File: src/hdl/cras_pkg.sv
// ----------------------------------------------------------------------------
// Command ring allocator package
// Shared constants, operation and status codes, controller states and the
// packed transaction types of the input and result channels.
// ----------------------------------------------------------------------------
`default_nettype none

package cras_pkg;

  // Default configuration of the ring and the command node table.
  localparam int unsigned RingBytesDef    = 8192;
  localparam int unsigned MaxNodesDef     = 64;
  localparam int unsigned AddrCmdBytesDef = 14;
  localparam int unsigned TxHdrBytesDef   = 16;

  // Fixed field widths.
  localparam int unsigned SizeW   = 15;  // largest slab is header plus 16383 bytes, rounded up to even
  localparam int unsigned OffOutW = 13;
  localparam int unsigned IdW     = 16;

  typedef enum logic [1:0] {
    OP_SETUP = 2'd0,
    OP_TX    = 2'd1,
    OP_DONE  = 2'd2,
    OP_RSVD  = 2'd3
  } op_e;

  typedef enum logic [1:0] {
    ST_OK        = 2'd0,
    ST_TOO_LARGE = 2'd1,
    ST_NO_MEM    = 2'd2,
    ST_IDLE_DONE = 2'd3
  } status_e;

  typedef enum logic {
    S_IDLE,
    S_EXEC
  } state_e;

  typedef struct packed {
    logic [1:0]     operation;
    logic [63:0]    station_addr;
    logic [15:0]    payload_len;
    logic [IdW-1:0] cmd_id;
    logic           cmd_ok;
  } in_item_t;

  typedef struct packed {
    logic [1:0]         status;
    logic               start_valid;
    logic [OffOutW-1:0] start_offset;
    logic               done_valid;
    logic [IdW-1:0]     done_id;
    logic               done_ok;
  } out_item_t;

endpackage

`default_nettype wire

File: src/hdl/cras_node_mem.sv
// ----------------------------------------------------------------------------
// Command node table
// Single write port, single read port memory with a registered read.
// ----------------------------------------------------------------------------
`default_nettype none

module cras_node_mem #(
  parameter int unsigned DEPTH  = 64,
  parameter int unsigned DATA_W = 43,
  parameter int unsigned ADDR_W = $clog2(DEPTH)
) (
  input  wire logic              clk_i,
  input  wire logic              we_i,
  input  wire logic [ADDR_W-1:0] waddr_i,
  input  wire logic [DATA_W-1:0] wdata_i,
  input  wire logic              re_i,
  input  wire logic [ADDR_W-1:0] raddr_i,
  output      logic [DATA_W-1:0] rdata_o
);

  logic [DATA_W-1:0] mem_q [DEPTH];
  logic [DATA_W-1:0] rdata_q;

  always_ff @(posedge clk_i) begin
    if (we_i) begin
      mem_q[waddr_i] <= wdata_i;
    end
  end

  always_ff @(posedge clk_i) begin
    if (re_i) begin
      rdata_q <= mem_q[raddr_i];
    end
  end

  assign rdata_o = rdata_q;

endmodule

`default_nettype wire

File: src/hdl/cras_ctrl.sv
// ----------------------------------------------------------------------------
// Command ring allocator controller
// Size check, slab placement in the ring, node allocation in submission
// order, and completion handling with a read of the next queued node.
// ----------------------------------------------------------------------------
`default_nettype none

module cras_ctrl #(
  parameter int unsigned RING_BYTES     = 8192,
  parameter int unsigned MAX_NODES      = 64,
  parameter int unsigned ADDR_CMD_BYTES = 14,
  parameter int unsigned TX_HDR_BYTES   = 16,
  parameter int unsigned RING_W         = $clog2(RING_BYTES + 1),
  parameter int unsigned OFF_W          = $clog2(RING_BYTES),
  parameter int unsigned NODE_W         = $clog2(MAX_NODES),
  parameter int unsigned ENTRY_W        = OFF_W + RING_W + 16
) (
  input  wire logic                clk_i,
  input  wire logic                rst_ni,
  input  wire logic                in_valid_i,
  output      logic                in_ready_o,
  input  wire cras_pkg::in_item_t  in_data_i,
  input  wire logic                out_free_i,
  output      logic                res_valid_o,
  output      cras_pkg::out_item_t res_data_o,
  output      logic                mem_we_o,
  output      logic [NODE_W-1:0]   mem_waddr_o,
  output      logic [ENTRY_W-1:0]  mem_wdata_o,
  output      logic                mem_re_o,
  output      logic [NODE_W-1:0]   mem_raddr_o,
  input  wire logic [ENTRY_W-1:0]  mem_rdata_i
);

  import cras_pkg::*;

  localparam int unsigned CNT_W = $clog2(MAX_NODES + 1);
  localparam int unsigned SUM_W = ((RING_W > SizeW) ? RING_W : SizeW) + 1;
  localparam logic [SizeW-1:0]  AddrSize  = SizeW'(ADDR_CMD_BYTES + (ADDR_CMD_BYTES % 2));
  localparam logic [SizeW-1:0]  TxHdr     = SizeW'(TX_HDR_BYTES);
  localparam logic [SUM_W-1:0]  RingLimit = SUM_W'(RING_BYTES);
  localparam logic [RING_W-1:0] RingEnd   = RING_W'(RING_BYTES);
  localparam logic [NODE_W-1:0] LastNode  = NODE_W'(MAX_NODES - 1);
  localparam logic [CNT_W-1:0]  NodeCap   = CNT_W'(MAX_NODES);

  state_e              state_q, state_d;
  logic [RING_W-1:0]   head_q, head_d;
  logic [RING_W-1:0]   tail_q, tail_d;
  logic [NODE_W-1:0]   wr_ptr_q, wr_ptr_d;
  logic [NODE_W-1:0]   act_ptr_q, act_ptr_d;
  logic [CNT_W-1:0]    cnt_q, cnt_d;
  logic [IdW-1:0]      act_id_q, act_id_d;
  logic [RING_W-1:0]   act_end_q, act_end_d;

  op_e                 req_op_q;
  logic                req_big_q;
  logic [SizeW-1:0]    req_size_q;
  logic [IdW-1:0]      req_id_q;
  logic                req_ok_q;

  logic                in_fire;
  logic                in_big;
  logic [SizeW-1:0]    in_size;
  logic [SizeW-1:0]    tx_raw;
  logic [SizeW-1:0]    tx_size;

  logic [SUM_W-1:0]    size_x;
  logic [SUM_W-1:0]    head_x;
  logic [SUM_W-1:0]    tail_sum;
  logic                place_ok;
  logic                place_zero;
  logic [RING_W-1:0]   alloc_off;
  logic [RING_W-1:0]   alloc_end;
  logic [OFF_W-1:0]    alloc_off_n;
  logic                node_free;
  logic [NODE_W-1:0]   next_act;
  logic [NODE_W-1:0]   next_wr;

  logic [OFF_W-1:0]    rd_off;
  logic [RING_W-1:0]   rd_end;
  logic [IdW-1:0]      rd_id;

  // Accept side: size check and slab size, the slab size rounded to even bytes.
  assign in_ready_o = (state_q == S_IDLE);
  assign in_fire    = in_valid_i && in_ready_o;

  assign tx_raw  = TxHdr + SizeW'(in_data_i.payload_len[13:0]);
  assign tx_size = tx_raw + {{(SizeW - 1){1'b0}}, tx_raw[0]};

  always_comb begin
    in_big  = 1'b0;
    in_size = AddrSize;
    unique case (in_data_i.operation)
      OP_SETUP: begin
        in_big  = |in_data_i.station_addr[63:48];
        in_size = AddrSize;
      end
      OP_TX: begin
        in_big  = |in_data_i.payload_len[15:14];
        in_size = tx_size;
      end
      default: begin
        in_big  = 1'b0;
        in_size = AddrSize;
      end
    endcase
  end

  always_ff @(posedge clk_i) begin
    if (in_fire) begin
      req_op_q   <= op_e'(in_data_i.operation);
      req_big_q  <= in_big;
      req_size_q <= in_size;
      req_id_q   <= in_data_i.cmd_id;
      req_ok_q   <= in_data_i.cmd_ok;
    end
  end

  // Node pointers advance with wrap at the table size.
  assign next_act = (act_ptr_q == LastNode) ? '0 : act_ptr_q + 1'b1;
  assign next_wr  = (wr_ptr_q == LastNode) ? '0 : wr_ptr_q + 1'b1;

  // A completion fetches the next queued node while the request settles.
  assign mem_re_o    = in_fire && (in_data_i.operation == OP_DONE);
  assign mem_raddr_o = next_act;
  assign {rd_off, rd_end, rd_id} = mem_rdata_i;

  // Slab placement.
  assign size_x   = SUM_W'(req_size_q);
  assign head_x   = SUM_W'(head_q);
  assign tail_sum = SUM_W'(tail_q) + size_x;

  always_comb begin
    place_ok   = 1'b0;
    place_zero = 1'b0;
    if (tail_q >= head_q) begin
      priority if (tail_sum <= RingLimit) begin
        place_ok = 1'b1;
      end else if (size_x < head_x) begin
        place_ok   = 1'b1;
        place_zero = 1'b1;
      end else begin
        place_ok = 1'b0;
      end
    end else begin
      place_ok = (tail_sum < head_x);
    end
  end

  assign alloc_off   = place_zero ? '0 : tail_q;
  assign alloc_end   = place_zero ? RING_W'(req_size_q) : RING_W'(tail_sum);
  assign alloc_off_n = OFF_W'(alloc_off);
  assign node_free   = (cnt_q != NodeCap);

  assign mem_waddr_o = wr_ptr_q;
  assign mem_wdata_o = {alloc_off_n, alloc_end, req_id_q};

  always_comb begin
    state_d     = state_q;
    head_d      = head_q;
    tail_d      = tail_q;
    wr_ptr_d    = wr_ptr_q;
    act_ptr_d   = act_ptr_q;
    cnt_d       = cnt_q;
    act_id_d    = act_id_q;
    act_end_d   = act_end_q;
    res_valid_o = 1'b0;
    res_data_o  = '0;
    mem_we_o    = 1'b0;

    unique case (state_q)
      S_IDLE: begin
        if (in_valid_i) begin
          state_d = S_EXEC;
        end
      end
      S_EXEC: begin
        if (out_free_i) begin
          res_valid_o = 1'b1;
          state_d     = S_IDLE;
          unique case (req_op_q)
            OP_SETUP, OP_TX: begin
              priority if (req_big_q) begin
                res_data_o.status = ST_TOO_LARGE;
              end else if (!place_ok || !node_free) begin
                res_data_o.status = ST_NO_MEM;
              end else begin
                res_data_o.status = ST_OK;
                mem_we_o          = 1'b1;
                tail_d            = alloc_end;
                wr_ptr_d          = next_wr;
                cnt_d             = cnt_q + 1'b1;
                if (cnt_q == '0) begin
                  // Unit idle: the new command starts at once.
                  act_ptr_d               = wr_ptr_q;
                  act_id_d                = req_id_q;
                  act_end_d               = alloc_end;
                  res_data_o.start_valid  = 1'b1;
                  res_data_o.start_offset = OffOutW'(alloc_off_n);
                end
              end
            end
            OP_DONE: begin
              if (cnt_q == '0) begin
                res_data_o.status = ST_IDLE_DONE;
              end else begin
                res_data_o.status     = ST_OK;
                res_data_o.done_valid = 1'b1;
                res_data_o.done_id    = act_id_q;
                res_data_o.done_ok    = req_ok_q;
                cnt_d                 = cnt_q - 1'b1;
                act_ptr_d             = next_act;
                if (cnt_q == CNT_W'(1)) begin
                  // Ring empties: the free point becomes the whole ring.
                  head_d = tail_q;
                end else begin
                  head_d                  = (act_end_q == RingEnd) ? '0 : act_end_q;
                  act_id_d                = rd_id;
                  act_end_d               = rd_end;
                  res_data_o.start_valid  = 1'b1;
                  res_data_o.start_offset = OffOutW'(rd_off);
                end
              end
            end
            OP_RSVD: begin
              res_data_o = '0;
            end
          endcase
        end
      end
    endcase
  end

  always_ff @(posedge clk_i or negedge rst_ni) begin
    if (!rst_ni) begin
      state_q   <= S_IDLE;
      head_q    <= '0;
      tail_q    <= '0;
      wr_ptr_q  <= '0;
      act_ptr_q <= '0;
      cnt_q     <= '0;
    end else begin
      state_q   <= state_d;
      head_q    <= head_d;
      tail_q    <= tail_d;
      wr_ptr_q  <= wr_ptr_d;
      act_ptr_q <= act_ptr_d;
      cnt_q     <= cnt_d;
    end
  end

  always_ff @(posedge clk_i) begin
    act_id_q  <= act_id_d;
    act_end_q <= act_end_d;
  end

`ifndef SYNTH
  a_cnt_cap: assert property (@(posedge clk_i) disable iff (!rst_ni)
    cnt_q <= NodeCap)
    else $error("node count exceeds table size");

  a_ptr_match: assert property (@(posedge clk_i) disable iff (!rst_ni)
    (cnt_q == '0) |-> (act_ptr_q == wr_ptr_q))
    else $error("active and write pointers differ with no node in use");

  a_no_clash: assert property (@(posedge clk_i) disable iff (!rst_ni)
    !(mem_we_o && mem_re_o))
    else $error("node table read and write in the same cycle");

  a_res_slot: assert property (@(posedge clk_i) disable iff (!rst_ni)
    res_valid_o |-> (out_free_i && (state_q == S_EXEC)))
    else $error("result produced without a free output slot");

  a_tail_bound: assert property (@(posedge clk_i) disable iff (!rst_ni)
    (tail_q <= RingEnd) && (head_q <= RingEnd))
    else $error("ring pointer beyond the ring end");
`endif

endmodule

`default_nettype wire

File: src/hdl/command_ring_allocator_scheduler_top.sv
// Path: a transaction is accepted in the idle state, its result is formed in the
// execute state once the output slot is free, and is then registered at the output.
// Flow: a new transaction is taken only in the idle state, after the previous
// one has left the execute state with its result, so transactions do not overlap.
// Reset: asynchronous, active low; it empties the ring and the node queue.
// ----------------------------------------------------------------------------
// Command ring allocator and scheduler
// Hands out even-sized slabs of a byte ring to submitted commands, keeps the
// commands in a node table in submission order and starts them one at a time.
// ----------------------------------------------------------------------------
`default_nettype none

module command_ring_allocator_scheduler_top #(
  parameter int unsigned RING_BYTES     = cras_pkg::RingBytesDef,
  parameter int unsigned MAX_NODES      = cras_pkg::MaxNodesDef,
  parameter int unsigned ADDR_CMD_BYTES = cras_pkg::AddrCmdBytesDef,
  parameter int unsigned TX_HDR_BYTES   = cras_pkg::TxHdrBytesDef
) (
  input  wire logic                clk_i,
  input  wire logic                rst_ni,
  input  wire logic                in_valid_i,
  output      logic                in_ready_o,
  input  wire cras_pkg::in_item_t  in_data_i,
  output      logic                out_valid_o,
  input  wire logic                out_ready_i,
  output      cras_pkg::out_item_t out_data_o
);

  import cras_pkg::*;

  // Ring pointers must hold the ring size itself; offsets stay below it.
  localparam int unsigned RING_W  = $clog2(RING_BYTES + 1);
  localparam int unsigned OFF_W   = $clog2(RING_BYTES);
  localparam int unsigned NODE_W  = $clog2(MAX_NODES);
  // Each node keeps the slab offset, the slab end and the command id.
  localparam int unsigned ENTRY_W = OFF_W + RING_W + IdW;

  logic               res_valid;
  out_item_t          res_data;
  logic               out_free;
  logic               out_valid_q;
  out_item_t          out_data_q;

  logic               mem_we;
  logic [NODE_W-1:0]  mem_waddr;
  logic [ENTRY_W-1:0] mem_wdata;
  logic               mem_re;
  logic [NODE_W-1:0]  mem_raddr;
  logic [ENTRY_W-1:0] mem_rdata;

  // The output register frees the controller: it may take the next
  // transaction while a result still waits here, and only holds its own
  // result back until this slot is free.
  assign out_free = !out_valid_q || out_ready_i;

  cras_ctrl #(
    .RING_BYTES    (RING_BYTES),
    .MAX_NODES     (MAX_NODES),
    .ADDR_CMD_BYTES(ADDR_CMD_BYTES),
    .TX_HDR_BYTES  (TX_HDR_BYTES),
    .RING_W        (RING_W),
    .OFF_W         (OFF_W),
    .NODE_W        (NODE_W),
    .ENTRY_W       (ENTRY_W)
  ) u_ctrl (
    .clk_i       (clk_i),
    .rst_ni      (rst_ni),
    .in_valid_i  (in_valid_i),
    .in_ready_o  (in_ready_o),
    .in_data_i   (in_data_i),
    .out_free_i  (out_free),
    .res_valid_o (res_valid),
    .res_data_o  (res_data),
    .mem_we_o    (mem_we),
    .mem_waddr_o (mem_waddr),
    .mem_wdata_o (mem_wdata),
    .mem_re_o    (mem_re),
    .mem_raddr_o (mem_raddr),
    .mem_rdata_i (mem_rdata)
  );

  // The node table is written when a slab is allocated and read at each completion for the
  // node that follows the active one; the read data is used only when such a node is queued.
  cras_node_mem #(
    .DEPTH (MAX_NODES),
    .DATA_W(ENTRY_W),
    .ADDR_W(NODE_W)
  ) u_node_mem (
    .clk_i  (clk_i),
    .we_i   (mem_we),
    .waddr_i(mem_waddr),
    .wdata_i(mem_wdata),
    .re_i   (mem_re),
    .raddr_i(mem_raddr),
    .rdata_o(mem_rdata)
  );

  always_ff @(posedge clk_i or negedge rst_ni) begin
    if (!rst_ni) begin
      out_valid_q <= 1'b0;
    end else if (out_free) begin
      out_valid_q <= res_valid;
    end
  end

  // Result payload is loaded only with a new result, so it holds while stalled.
  always_ff @(posedge clk_i) begin
    if (res_valid) begin
      out_data_q <= res_data;
    end
  end

  assign out_valid_o = out_valid_q;
  assign out_data_o  = out_data_q;

endmodule

`default_nettype wire
File: config.mk
export PLATFORM = sky130hd
export DESIGN_NAME = command_ring_allocator_scheduler_top
export DESIGN_NICKNAME = d
export VERILOG_FILES = /design/src/hdl/cras_pkg.sv /design/src/hdl/cras_node_mem.sv /design/src/hdl/cras_ctrl.sv /design/src/hdl/command_ring_allocator_scheduler_top.sv
export SDC_FILE = /design/constraint.sdc
export NUM_CORES = 2
export LEC_CHECK = 0
export ABC_AREA = 1
export BUFFER_PORTS_ARGS = -buffer_cell sky130_fd_sc_hd__buf_2
export CORE_MARGIN = 8
export CORE_UTILIZATION = 40
export DETAILED_ROUTE_END_ITERATION = 10
export GPL_ROUTABILITY_DRIVEN = 0
export SLEW_MARGIN = 20
export SYNTH_ARGS = -nofsm -noshare
export SYNTH_HDL_FRONTEND = slang
export SYNTH_SLANG_ARGS = --single-unit
File: constraint.sdc
create_clock -name clk_i -period 7.5 [get_ports clk_i]
set_input_delay 1.5 -clock clk_i [delete_from_list [all_inputs] [get_ports clk_i]]
set_output_delay 1.5 -clock clk_i [all_outputs]
set_load 0.01 [all_outputs]
==> flow_metrics.env <==
export IMPL_status="finished, final reports clean"
export IMPL_timing_setup_critical_path_class="reg -> reg"
export IMPL_critical_path_max_stage_delay_ns=0.91
export IMPL_synth_cells=8704
export IMPL_synthDominantAreaCellType="sky130_fd_sc_hd__edfxtp_1"
export IMPL_total_of_buffers_placed_on_input_and_output_ports=90
export IMPL_cell_area_after_synthesis_um2=115000
export IMPL_die_width_um=552
export IMPL_worst_ir_drop_vdd_mv=0.455
export IMPL_synthesis_nets=8870
export IMPL_ant_nets=0
export IMPL_setup_tns_final_ns=0
export IMPL_critPathCaptureType="flop"
export IMPL_critPathMostFrequentCell="sky130_fd_sc_hd__nand2_1"
export IMPL_drtPass1Iterations=6
export IMPL_synthTopCellsByArea="sky130_fd_sc_hd__edfxtp_1 (74%), sky130_fd_sc_hd__o21ai_0 (6.7%), sky130_fd_sc_hd__nor2_1 (5.2%)"
export IMPL_die_area_um2=305000
export IMPL_grt_pass1_vias=70800
export IMPL_powerDensity_nw_per_um2=450
export IMPL_path_cells="ha_1 -> fa_1 -> inv_1 -> nor3_1 -> nor2_1 -> xor2_1 -> inv_1 -> ha_1 -> a21oi_1 -> o21a_1 -> nand2_1 -> nand2_1 -> nand2_1 -> nand2_1 -> nand4_1 -> a21oi_2 -> nand3_2 -> nor2_4 -> nand3_2 -> nor2_4 -> buf_12"
export IMPL_synthDistinctLibCells=44
export IMPL_fp_coreArea_um2=285000
export IMPL_timing_critical_path_from="u_ctrl.req_size_q[1]$_SDFFCE_PN1P_"
export IMPL_tritoncts_num_sinks=2877
export IMPL_synth_avg_cell_area_um2=13.2
export IMPL_worst_r2r_path_depth=21
export IMPL_ff2ff_setup_slack_ns=1.56
export IMPL_grt_util_all_layers=0.206
export IMPL_crit_path_end="u_node_mem.mem_q[5][41]$_DFFE_PP_"
export IMPL_worst_hold_path_type="reg -> reg"
export IMPL_reg2reg_from="u_ctrl.req_size_q[1]$_SDFFCE_PN1P_"
export IMPL_inst_count_dp=12100
export IMPL_timing_worst_slew_pin_value_ns=1.10
export IMPL_synth_ff_type="sky130_fd_sc_hd__edfxtp_1"
export IMPL_placementRows=196
export IMPL_rsz0062_at_grt="false"
export IMPL_cp_start_kind="flop"
export IMPL_report_final_slew_viol_count=0
export IMPL_cts_hold_buf=0
export IMPL_remaining_drc_errors=0
export IMPL_seq_area_frac_synth=0.750
export IMPL_final_cell_mix="sky130_fd_sc_hd__edfxtp_1 (2828), sky130_fd_sc_hd__o21ai_0 (1530), sky130_fd_sc_hd__nor2_1 (1521)"
export IMPL_grt_start_max_net_pins=182
export IMPL_final_min_period_over_clock_period=0.792
export IMPL_h_tree_depth=5
export IMPL_cts_root_buffer_cell="sky130_fd_sc_hd__clkbuf_16"
export IMPL_cts_resized=0
export IMPL_hold_viol_final=0
export IMPL_area_growth_pct=12.6
export IMPL_synth_seq_cells=2877
export IMPL_max_clock_buf_depth=4
export IMPL_async_flop_share=0.0170
export IMPL_post_drt_wl_per_cell_um=25.7
export IMPL_synthesis_warnings=0
export IMPL_cp_arrival_ns=6.47
export IMPL_total_leakage_power_nw=41.3
export IMPL_number_of_i_o_pins=139
export IMPL_crit_path_top_delay_cell="sky130_fd_sc_hd__nor2_4"
export IMPL_number_of_cts_inserted_buffers=300
export IMPL_rr_endpoint="u_node_mem.mem_q[5][41]$_DFFE_PP_"
export IMPL_setup_violations=0
export IMPL_cts_reportedPaths_clkPinSlew_ns=0.06
export IMPL_min_period_ns=5.94
export IMPL_die_height_um=552
export IMPL_synth_edff_count=2828
export IMPL_worst_path_max_fanout=24
export IMPL_critPathRequiredTime_ns=8.04
export IMPL_timing_hold_worst_start="u_ctrl.act_ptr_q[5]$_DFFE_PN0P_"
export IMPL_grt_first_pass_wirelength_um=476000
export IMPL_fmax_mhz=168
export IMPL_wirelength_um=326000
export IMPL_timing_slew_headroom=0.268
export IMPL_detailedRoute_firstIterationViolations=9375
export IMPL_post_cts_repair_setup_buffers=0
export IMPL_antenna_found_initial=14
export IMPL_layout_cells_non_filler=12700
export IMPL_globalRouteOverflowTotal=0
export IMPL_finish_net_count=8856
export IMPL_worst_clock_skew_ns=0.0564
export IMPL_via_count_normalized_by_instance_count=5.85
export IMPL_share_of_layout_cells_above_drive_strength_1=0.0864
export IMPL_fill_cells=25100
export IMPL_tritoncts_clock_tree="built"
export IMPL_dp_hpwl_um=176000
export IMPL_max_cap_violations=0
export IMPL_area_share_of_the_leading_cell_type_in_the_synthesized_netlist=0.739
export IMPL_clk_insertion_delay_late_ns=0.88
export IMPL_initial_core_utilization=0.402
export IMPL_via_count=74100
export IMPL_mostFrequentLayoutCell="sky130_fd_sc_hd__edfxtp_1"
[per-stage QoR]
| step | hold WS [ns] | util | cell area [um^2] | setup slack (ns) | power, mW |
|---|---|---|---|---|---|
| finish | 0.519 | 0.453 | 129000 | 1.56 | 58.2 |
| global route | 0.563 | 0.453 | 129000 | 1.19 | 60.8 |
| CTS | 0.520 | 0.453 | 129000 | 1.63 | 58.1 |
| detailed placement | 0.505 | 0.421 | 120000 | 1.65 | 44.3 |
| global placement | 0.508 | 0.421 | 120000 | 1.62 | 43.8 |
| floorplan | 0.473 | - | 115000 | 1.30 | 35.2 |
[per-layer routing]
layer / vias up / GRT usage / share of wire
met2: 3449 / 0.328 / 0.46
li1: 32700 / - / -
met3: 525 / 0.0399 / 0.094
met5: - / 0 / 0
met1: 37500 / 0.291 / 0.42
met4: 0 / 0.0532 / 0.026
[power by group]
group | switching, mW | internal [mW]
clock network | 6.01 | 7.95
registers | 0.247 | 21.5
logic | 17.2 | 5.22
[cell usage after synthesis, types with 4 or more instances]
| library cell | number |
|---|---|
| sky130_fd_sc_hd__a21oi_1 | 77 |
| sky130_fd_sc_hd__a31oi_1 | 4 |
| sky130_fd_sc_hd__buf_1 | 23 |
| sky130_fd_sc_hd__buf_2 | 133 |
| sky130_fd_sc_hd__buf_4 | 8 |
| sky130_fd_sc_hd__buf_6 | 10 |
| sky130_fd_sc_hd__clkbuf_1 | 440 |
| sky130_fd_sc_hd__dfrtp_1 | 49 |
| sky130_fd_sc_hd__edfxtp_1 | 2828 |
| sky130_fd_sc_hd__ha_1 | 62 |
| sky130_fd_sc_hd__inv_1 | 187 |
| sky130_fd_sc_hd__inv_2 | 4 |
| sky130_fd_sc_hd__nand2_1 | 445 |
| sky130_fd_sc_hd__nand3_1 | 327 |
| sky130_fd_sc_hd__nand4_1 | 14 |
| sky130_fd_sc_hd__nor2_1 | 1587 |
| sky130_fd_sc_hd__nor3_1 | 13 |
| sky130_fd_sc_hd__nor4_1 | 9 |
| sky130_fd_sc_hd__o211ai_1 | 148 |
| sky130_fd_sc_hd__o21ai_0 | 1530 |
| sky130_fd_sc_hd__o21ai_1 | 32 |
| sky130_fd_sc_hd__o21bai_1 | 26 |
| sky130_fd_sc_hd__o221ai_1 | 325 |
| sky130_fd_sc_hd__o22ai_1 | 366 |
| sky130_fd_sc_hd__xnor2_1 | 7 |
| sky130_fd_sc_hd__xor2_1 | 21 |
[registers in the layout, summed over array words and instances (netlist names)]
name	count
u_ctrl.state_q	1
u_ctrl.cnt_q	7
u_ctrl.head_q	14
u_ctrl.req_op_q	2
u_node_mem.mem_q	2688
u_ctrl.req_big_q	1
u_ctrl.act_end_q	14
u_ctrl.tail_q	14
u_ctrl.act_id_q	16
out_data_o	34
u_ctrl.act_ptr_q	6
u_ctrl.req_size_q	14
u_ctrl.mem_waddr_o	6
u_ctrl.req_id_q	16
out_valid_o	1
u_node_mem.rdata_o	42
u_ctrl.req_ok_q	1
[kinds of logic after synthesis]
kind of cell / synth area share
fa+ha+maj: 0.00693
xor+xnor: 0.00214
flops: 0.750
buf+inv: 0.0287
simple gates: 0.0840
compound gates: 0.128
[final cells by class]
class,instances,area (um^2),share of cell area
Sequential cell,2877,86100,0.666
Multi-Input combinational cell,5020,26000,0.201
Clock buffer,389,7990,0.0618
Tap cell,3762,4710,0.0364
Timing Repair Buffer,298,2650,0.0205
Clock inverter,131,1000,0.00777
Inverter,193,757,0.00586
Antenna cell,3,7.51,0.0000581
[worst max-delay path, delay by kind of cell (launching register included)]
kind	cells	cell delay, ns
fa+ha+maj	3	1.07
flops	1	0.42
xor+xnor	1	0.23
buf+inv	3	0.48
compound gates	3	0.50
simple gates	11	2.87
[how the worst min path moves through the flow]
| stage | end | slack (ns) | cells after the start |
|---|---|---|---|
| finish | u_ctrl.act_ptr_q[5]$_DFFE_PN0P_ | 0.52 | 2 |
| CTS | u_ctrl.act_ptr_q[5]$_DFFE_PN0P_ | 0.52 | 2 |
| detailed placement | u_ctrl.act_ptr_q[5]$_DFFE_PN0P_ | 0.50 | 2 |
| floorplan | u_ctrl.head_q[0]$_DFFE_PN0P_ | 0.47 | 2 |
| global placement | u_ctrl.act_ptr_q[5]$_DFFE_PN0P_ | 0.51 | 2 |
| global route | u_ctrl.act_ptr_q[5]$_DFFE_PN0P_ | 0.56 | 2 |
(Power assumes the default switching activity.)
